<file path="config.mk">
export PLATFORM = sky130hd
export DESIGN_NAME = tss_engine
export DESIGN_NICKNAME = d
export VERILOG_FILES = /design/src/hw/rtl/tss_pkg.sv /design/src/hw/rtl/tss_engine.sv
export SDC_FILE = /design/constraint.sdc
export NUM_CORES = 1
export LEC_CHECK = 0
export BUFFER_PORTS_ARGS = -buffer_cell sky130_fd_sc_hd__clkbuf_2
export CAP_MARGIN = 20
export CELL_PAD_IN_SITES_DETAIL_PLACEMENT = 1
export CELL_PAD_IN_SITES_GLOBAL_PLACEMENT = 1
export CORE_UTILIZATION = 41
export CTS_CLUSTER_SIZE = 8
export DETAILED_ROUTE_END_ITERATION = 16
export PLACE_DENSITY = 0.84
export SYNTH_ARGS = -nofsm -noshare
export SYNTH_HDL_FRONTEND = slang
export SYNTH_SLANG_ARGS = --single-unit
</file>
<file path="constraint.sdc">
create_clock -name clk -period 11 [get_ports clk]
set_clock_uncertainty 0.05 [all_clocks]
set_input_delay 0.55 -clock clk [delete_from_list [all_inputs] [get_ports clk]]
set_output_delay 0.55 -clock clk [all_outputs]
set_load 0.02 [all_outputs]
</file>
<file path="src/hw/rtl/tss_pkg.sv">
// Shared types, constants and helpers for the ternary search table.
// Used by tss_engine and ternary_search_sorted_table; no dependencies.
`default_nettype none

package tss_pkg;

    // Table geometry and field widths
    localparam int TABLE_DEPTH = 1024;
    localparam int VALUE_WIDTH = 32;
    localparam int IDX_W       = 10;
    localparam int ADDR_W      = $clog2(TABLE_DEPTH);
    localparam int POS_W       = ((ADDR_W > IDX_W) ? ADDR_W : IDX_W) + 2;

    // Divide by three: multiply by rounded-up reciprocal, then shift.
    // Exact for every operand below twice the table depth.
    localparam int RECIP_SHIFT = ADDR_W + 1;
    localparam int RECIP       = ((2 ** RECIP_SHIFT) + 2) / 3;
    localparam int PROD_W      = ADDR_W + RECIP_SHIFT;

    typedef logic [ADDR_W-1:0]             addr_t;
    typedef logic [IDX_W-1:0]              idx_t;
    typedef logic signed [VALUE_WIDTH-1:0] value_t;
    typedef logic signed [POS_W-1:0]       pos_t;

    // Request action codes
    typedef enum logic {
        ACT_WRITE = 1'b0,
        ACT_QUERY = 1'b1
    } action_t;

    // Search sequencer states
    typedef enum logic [1:0] {
        ST_IDLE,
        ST_CALC,
        ST_CMP
    } state_t;

    // Table port controls from the sequencer
    typedef struct packed {
        logic   we;
        addr_t  waddr;
        value_t wdata;
        logic   re;
        addr_t  raddr_a;
        addr_t  raddr_b;
    } mem_req_t;

    // One search result
    typedef struct packed {
        logic found;
        idx_t index;
    } result_t;

    // Table index to signed range position
    function automatic pos_t to_pos(input addr_t a);
        return pos_t'({{(POS_W - ADDR_W){1'b0}}, a});
    endfunction

    // floor(d / 3)
    function automatic addr_t div3(input addr_t d);
        logic [PROD_W-1:0] prod;
        prod = PROD_W'(d) * PROD_W'(RECIP);
        return addr_t'(prod >> RECIP_SHIFT);
    endfunction

endpackage

`default_nettype wire

</file>
<file path="src/hw/rtl/tss_engine.sv">
// Search sequencer: takes requests, drives the table RAM, runs ternary rounds.
// Depends on tss_pkg.
`default_nettype none

module tss_engine (
    input  wire logic              clk,
    input  wire logic              rst_n,
    input  wire logic              req_valid,
    output logic                   req_ready,
    input  wire logic              action,
    input  wire tss_pkg::idx_t     entry_index,
    input  wire tss_pkg::value_t   entry_value,
    input  wire tss_pkg::idx_t     range_low,
    input  wire tss_pkg::idx_t     range_high,
    input  wire tss_pkg::value_t   target,
    output tss_pkg::mem_req_t      mem_req,
    input  wire tss_pkg::value_t   rdata_a,
    input  wire tss_pkg::value_t   rdata_b,
    input  wire logic              slot_free,
    output logic                   done,
    output tss_pkg::result_t       result
);

    import tss_pkg::*;

    state_t state_reg, state_next;
    pos_t   lo_reg, lo_next;
    pos_t   hi_reg, hi_next;
    value_t key_reg, key_next;
    addr_t  p1_reg, p1_next;
    addr_t  p2_reg, p2_next;

    logic   accept;
    logic   [POS_W-1:0] high_ext;
    addr_t  diff;
    addr_t  third;
    addr_t  p1;
    addr_t  p2;

    assign accept   = req_valid && req_ready;
    assign high_ext = POS_W'(range_high);

    // Probe points for the current range
    assign diff  = addr_t'(hi_reg - lo_reg);
    assign third = div3(diff);
    assign p1    = addr_t'(lo_reg) + third;
    assign p2    = addr_t'(hi_reg) - third;

    // State and round registers
    always_ff @(posedge clk or negedge rst_n)
    begin
        if (!rst_n)
        begin
            state_reg <= ST_IDLE;
        end
        else
        begin
            state_reg <= state_next;
        end
    end

    always_ff @(posedge clk)
    begin
        lo_reg  <= lo_next;
        hi_reg  <= hi_next;
        key_reg <= key_next;
        p1_reg  <= p1_next;
        p2_reg  <= p2_next;
    end

    // Next state and outputs
    always_comb
    begin
        state_next = state_reg;
        lo_next    = lo_reg;
        hi_next    = hi_reg;
        key_next   = key_reg;
        p1_next    = p1_reg;
        p2_next    = p2_reg;
        req_ready  = 1'b0;
        done       = 1'b0;
        result     = '0;

        mem_req         = '0;
        mem_req.waddr   = addr_t'(entry_index);
        mem_req.wdata   = entry_value;
        mem_req.raddr_a = p1;
        mem_req.raddr_b = p2;

        case (state_reg)
            ST_IDLE:
            begin
                req_ready = 1'b1;
                if (accept)
                begin
                    if (action == ACT_WRITE)
                    begin
                        // indexes past the table are dropped
                        mem_req.we = (POS_W'(entry_index) < POS_W'(TABLE_DEPTH));
                    end
                    else
                    begin
                        lo_next  = pos_t'(POS_W'(range_low));
                        key_next = target;
                        if (high_ext > POS_W'(TABLE_DEPTH - 1))
                        begin
                            hi_next = pos_t'(POS_W'(TABLE_DEPTH - 1));
                        end
                        else
                        begin
                            hi_next = pos_t'(high_ext);
                        end
                        state_next = ST_CALC;
                    end
                end
            end

            ST_CALC:
            begin
                if (lo_reg > hi_reg)
                begin
                    // empty range: miss
                    done = 1'b1;
                    if (slot_free)
                    begin
                        state_next = ST_IDLE;
                    end
                end
                else
                begin
                    mem_req.re = 1'b1;
                    p1_next    = p1;
                    p2_next    = p2;
                    state_next = ST_CMP;
                end
            end

            ST_CMP:
            begin
                if (rdata_a == key_reg)
                begin
                    done         = 1'b1;
                    result.found = 1'b1;
                    result.index = idx_t'(p1_reg);
                    if (slot_free)
                    begin
                        state_next = ST_IDLE;
                    end
                end
                else if (rdata_b == key_reg)
                begin
                    done         = 1'b1;
                    result.found = 1'b1;
                    result.index = idx_t'(p2_reg);
                    if (slot_free)
                    begin
                        state_next = ST_IDLE;
                    end
                end
                else
                begin
                    // narrow to lower, upper or middle third
                    if (key_reg < rdata_a)
                    begin
                        hi_next = to_pos(p1_reg) - pos_t'(1);
                    end
                    else if (key_reg > rdata_b)
                    begin
                        lo_next = to_pos(p2_reg) + pos_t'(1);
                    end
                    else
                    begin
                        lo_next = to_pos(p1_reg) + pos_t'(1);
                        hi_next = to_pos(p2_reg) - pos_t'(1);
                    end
                    state_next = ST_CALC;
                end
            end

            default:
            begin
                state_next = ST_IDLE;
            end
        endcase
    end

endmodule

`default_nettype wire

</file>
==> impl_metrics.ini <==
[cts]
clk_latency_ns = 0.35
cts_made_buffers = 9
clockBufferDepth = 2
cts_tree = yes
post_cts_buffers = 0
clock-sinks = 76
root_buffer = clkbuf_16
path_clk_slew_ns = 0.06
htree_levels = 3

[drt]
drtIter0Drc = 400
drcViolationCount = 0
first_pass_iters = 4
viasPerCell = 5.35
wl_per_cell_um = 19.2
ant_nets = 0
wl_um = 25000
vias = 6977

[yosys]
syn_area_um2 = 8640
syn-num-nets = 1269
synth_area_leader_cell = edfxtp_1
synth_top_area_share_pct = 25.7
synth_top_flop_cell = edfxtp_1
syn_avg_cell_area_um2 = 9.44
yosysUniqueCellTypes = 63
synth.yosys.seq_area_share_pct = 26.3
synth_edf_count = 74
synth.ff_latch_count = 76
yosys_warnings = 0
synthCells = 915
synthArstFlopShare_pct = 2.63
ys_top_cells_by_area = edfxtp_1 26%, ha_1 24%, inv_1 6.7%

[global_route]
grt_overflow = 0
grt_pass1_wl_um = 40300
busiest_layer = met2
use_met1_pct = 30.3
grt_pass1_vias = 7703
antenna_found_initial = 0
grt_max_degree = 23
met2_usage_pct = 40.4
grt_use_met3_pct = 3.85
grtUsageTotal_pct = 24.0

[floorplanning]
fp.dieH_um = 147
die_w_um = 147
num_rows = 52
pin_count = 240
initial_core_util_pct = 42.3
coreArea_um2 = 20400
die_area_um2 = 21700

[run]
maxCapViolCount = 0

[setup_path]
worstPathMaxFanout = 4
worst-path-buf-inv = 5
setup.worst_path.class = reg -> out
worstPathRequired_ns = 10.40
worstPathArrival_ns = 9.62
crit_path_max_incr_delay_ns = 0.53
cp-start-kind = flop
cpMaxStageDelayCell = fa_1
cp-end-kind = primary output
critPathTopFamily = compound AO/OA/AOI/OAI gates

[cells_and_area]
drive_above_1_share_pct = 19.4
nFillCells = 2425
synthToLayoutAreaGrowth_pct = 12.3
nets = 1383
diodes = 0
largest_reg_flops = 32

[timing]
min_period_ns = 10.22
setup_viol = 0
drv_slew = 0
fin_crit_sh_pct = 92.9
hold_viol = 0
grt_setup_unrepaired = no
fmax_mhz = 97.8
worst_slack_ns = 0.776
maxSlewHeadroom_pct = 30.3
worstMarginPinSlew_ns = 1.05
fin_setup_tns_ns = 0

[placement]
pre_cts_ws_ns = 1.25
routabilityCongestion = 0.852
io_buffer_count = 155
hpwl_um = 20900

[status]
outcome = complete, no violations

[min_path]
hp-class = in -> reg
## worst register-to-register path: cells and delay by family (launching register included)
kind	cells	cell delay, ns
AOI/OAI and AO/OA	17	3.99
xor gates and xnor gates	1	0.41
adders and majority gates	8	3.16
buffers and inverters	4	0.34
DFF	1	0.45
and+or+nand+nor	5	0.67
## per-stage QoR
stage,util [%],hold WS (ns),cell area (um^2),std cells
2_1_floorplan,-,0.204,8640,915
3_3_place_gp,46.0,0.285,9410,1287
3_5_place_dp,46.0,0.287,9410,1287
4_1_cts,47.5,0.315,9700,1303
5_1_grt,47.5,0.315,9700,1303
6_report,47.5,0.325,9700,1303
## cell usage in the layout (no fill, tap or decap), types with 3 or more instances in the layout
cell and instances:
clkbuf_16 9, fa_1 25, nand2b_1 5, mux2_2 15, a21o_1 23, nand3_1 18, a31oi_1 5, clkbuf_2 155
nor4_1 7, o21bai_1 7, clkinv_2 3, buf_4 6, inv_1 155, nor2_1 55, nand3b_1 4, ha_1 166
o21ai_0 23, nand2_1 46, xnor2_1 35, o31ai_1 5, a21oi_1 46, and3_1 8, xor2_1 18, o211ai_1 4
a211oi_1 3, nand4_1 15, nor3_1 11, mux2i_1 26, or3_1 3, nor2b_1 8, a21boi_0 7, edfxtp_1 74
## kinds of logic (layout without fill, tap and decap cells)
| group | Yosys count | in the layout | share of synthesized area (%) |
|---|---|---|---|
| flops | 76 | 76 | 26.3 |
| fa+ha+maj | 191 | 191 | 29.8 |
| compound gates | 145 | 145 | 10.9 |
| simple gates | 194 | 194 | 11.2 |
| mux | 42 | 42 | 5.13 |
| buf+inv | 214 | 332 | 11.2 |
| xor+xnor | 53 | 53 | 5.37 |
## worst paths after layout
| path | cells past startpoint | from | endpoint | slack (ns) |
|---|---|---|---|---|
| min reg2reg | 1 | state_reg[0] | state_reg[0] | 0.60 |
| max | 36 | lo_reg[1] | mem_req[9] | 0.78 |
| max in group asynchronous | 2 | rst_n | state_reg[1] | 10.29 |
| min in group asynchronous | 2 | rst_n | state_reg[0] | 0.51 |
| min | 1 | target[18] | key_reg[18] | 0.32 |
| max reg2reg | 35 | lo_reg[1] | p2_reg[9] | 1.70 |
## layer usage
metal	up-vias	wire length [um]
met3	58	1360
met1	3375	10800
met4	0	816
li1	3344	-
met5	-	0
met2	200	12100
## cells in the mapped netlist, types with 11 or more instances
cell	number
a21o_1	23
a21oi_1	46
buf_4	42
clkbuf_1	12
edfxtp_1	74
fa_1	25
ha_1	166
inv_1	155
mux2_2	15
mux2i_1	26
nand2_1	46
nand3_1	18
nand4_1	15
nor2_1	55
nor3_1	11
o21ai_0	23
xnor2_1	35
xor2_1	18
## timing repair
action / in CTS / in global routing
hold endpoints to repair: 2 / 0
endpoints found under the setup margin: 0 / 0
gates resized for setup: 0 / 0
hold buffers: 1 / 0
## layout make-up
type                    count  area [um^2]  area share, %
repair buffers            162          831           8.57
clock inverters             6         56.3          0.581
well taps                 270          338           3.48
inverters                 155          582           6.00
flip-flops and latches     76         2270           23.4
clock buffers               9          225           2.32
multi-input cells         625         5390           55.6
Power is not shown: default switching activity piles up to over one toggle a cycle in this logic, so the estimate is an artifact.
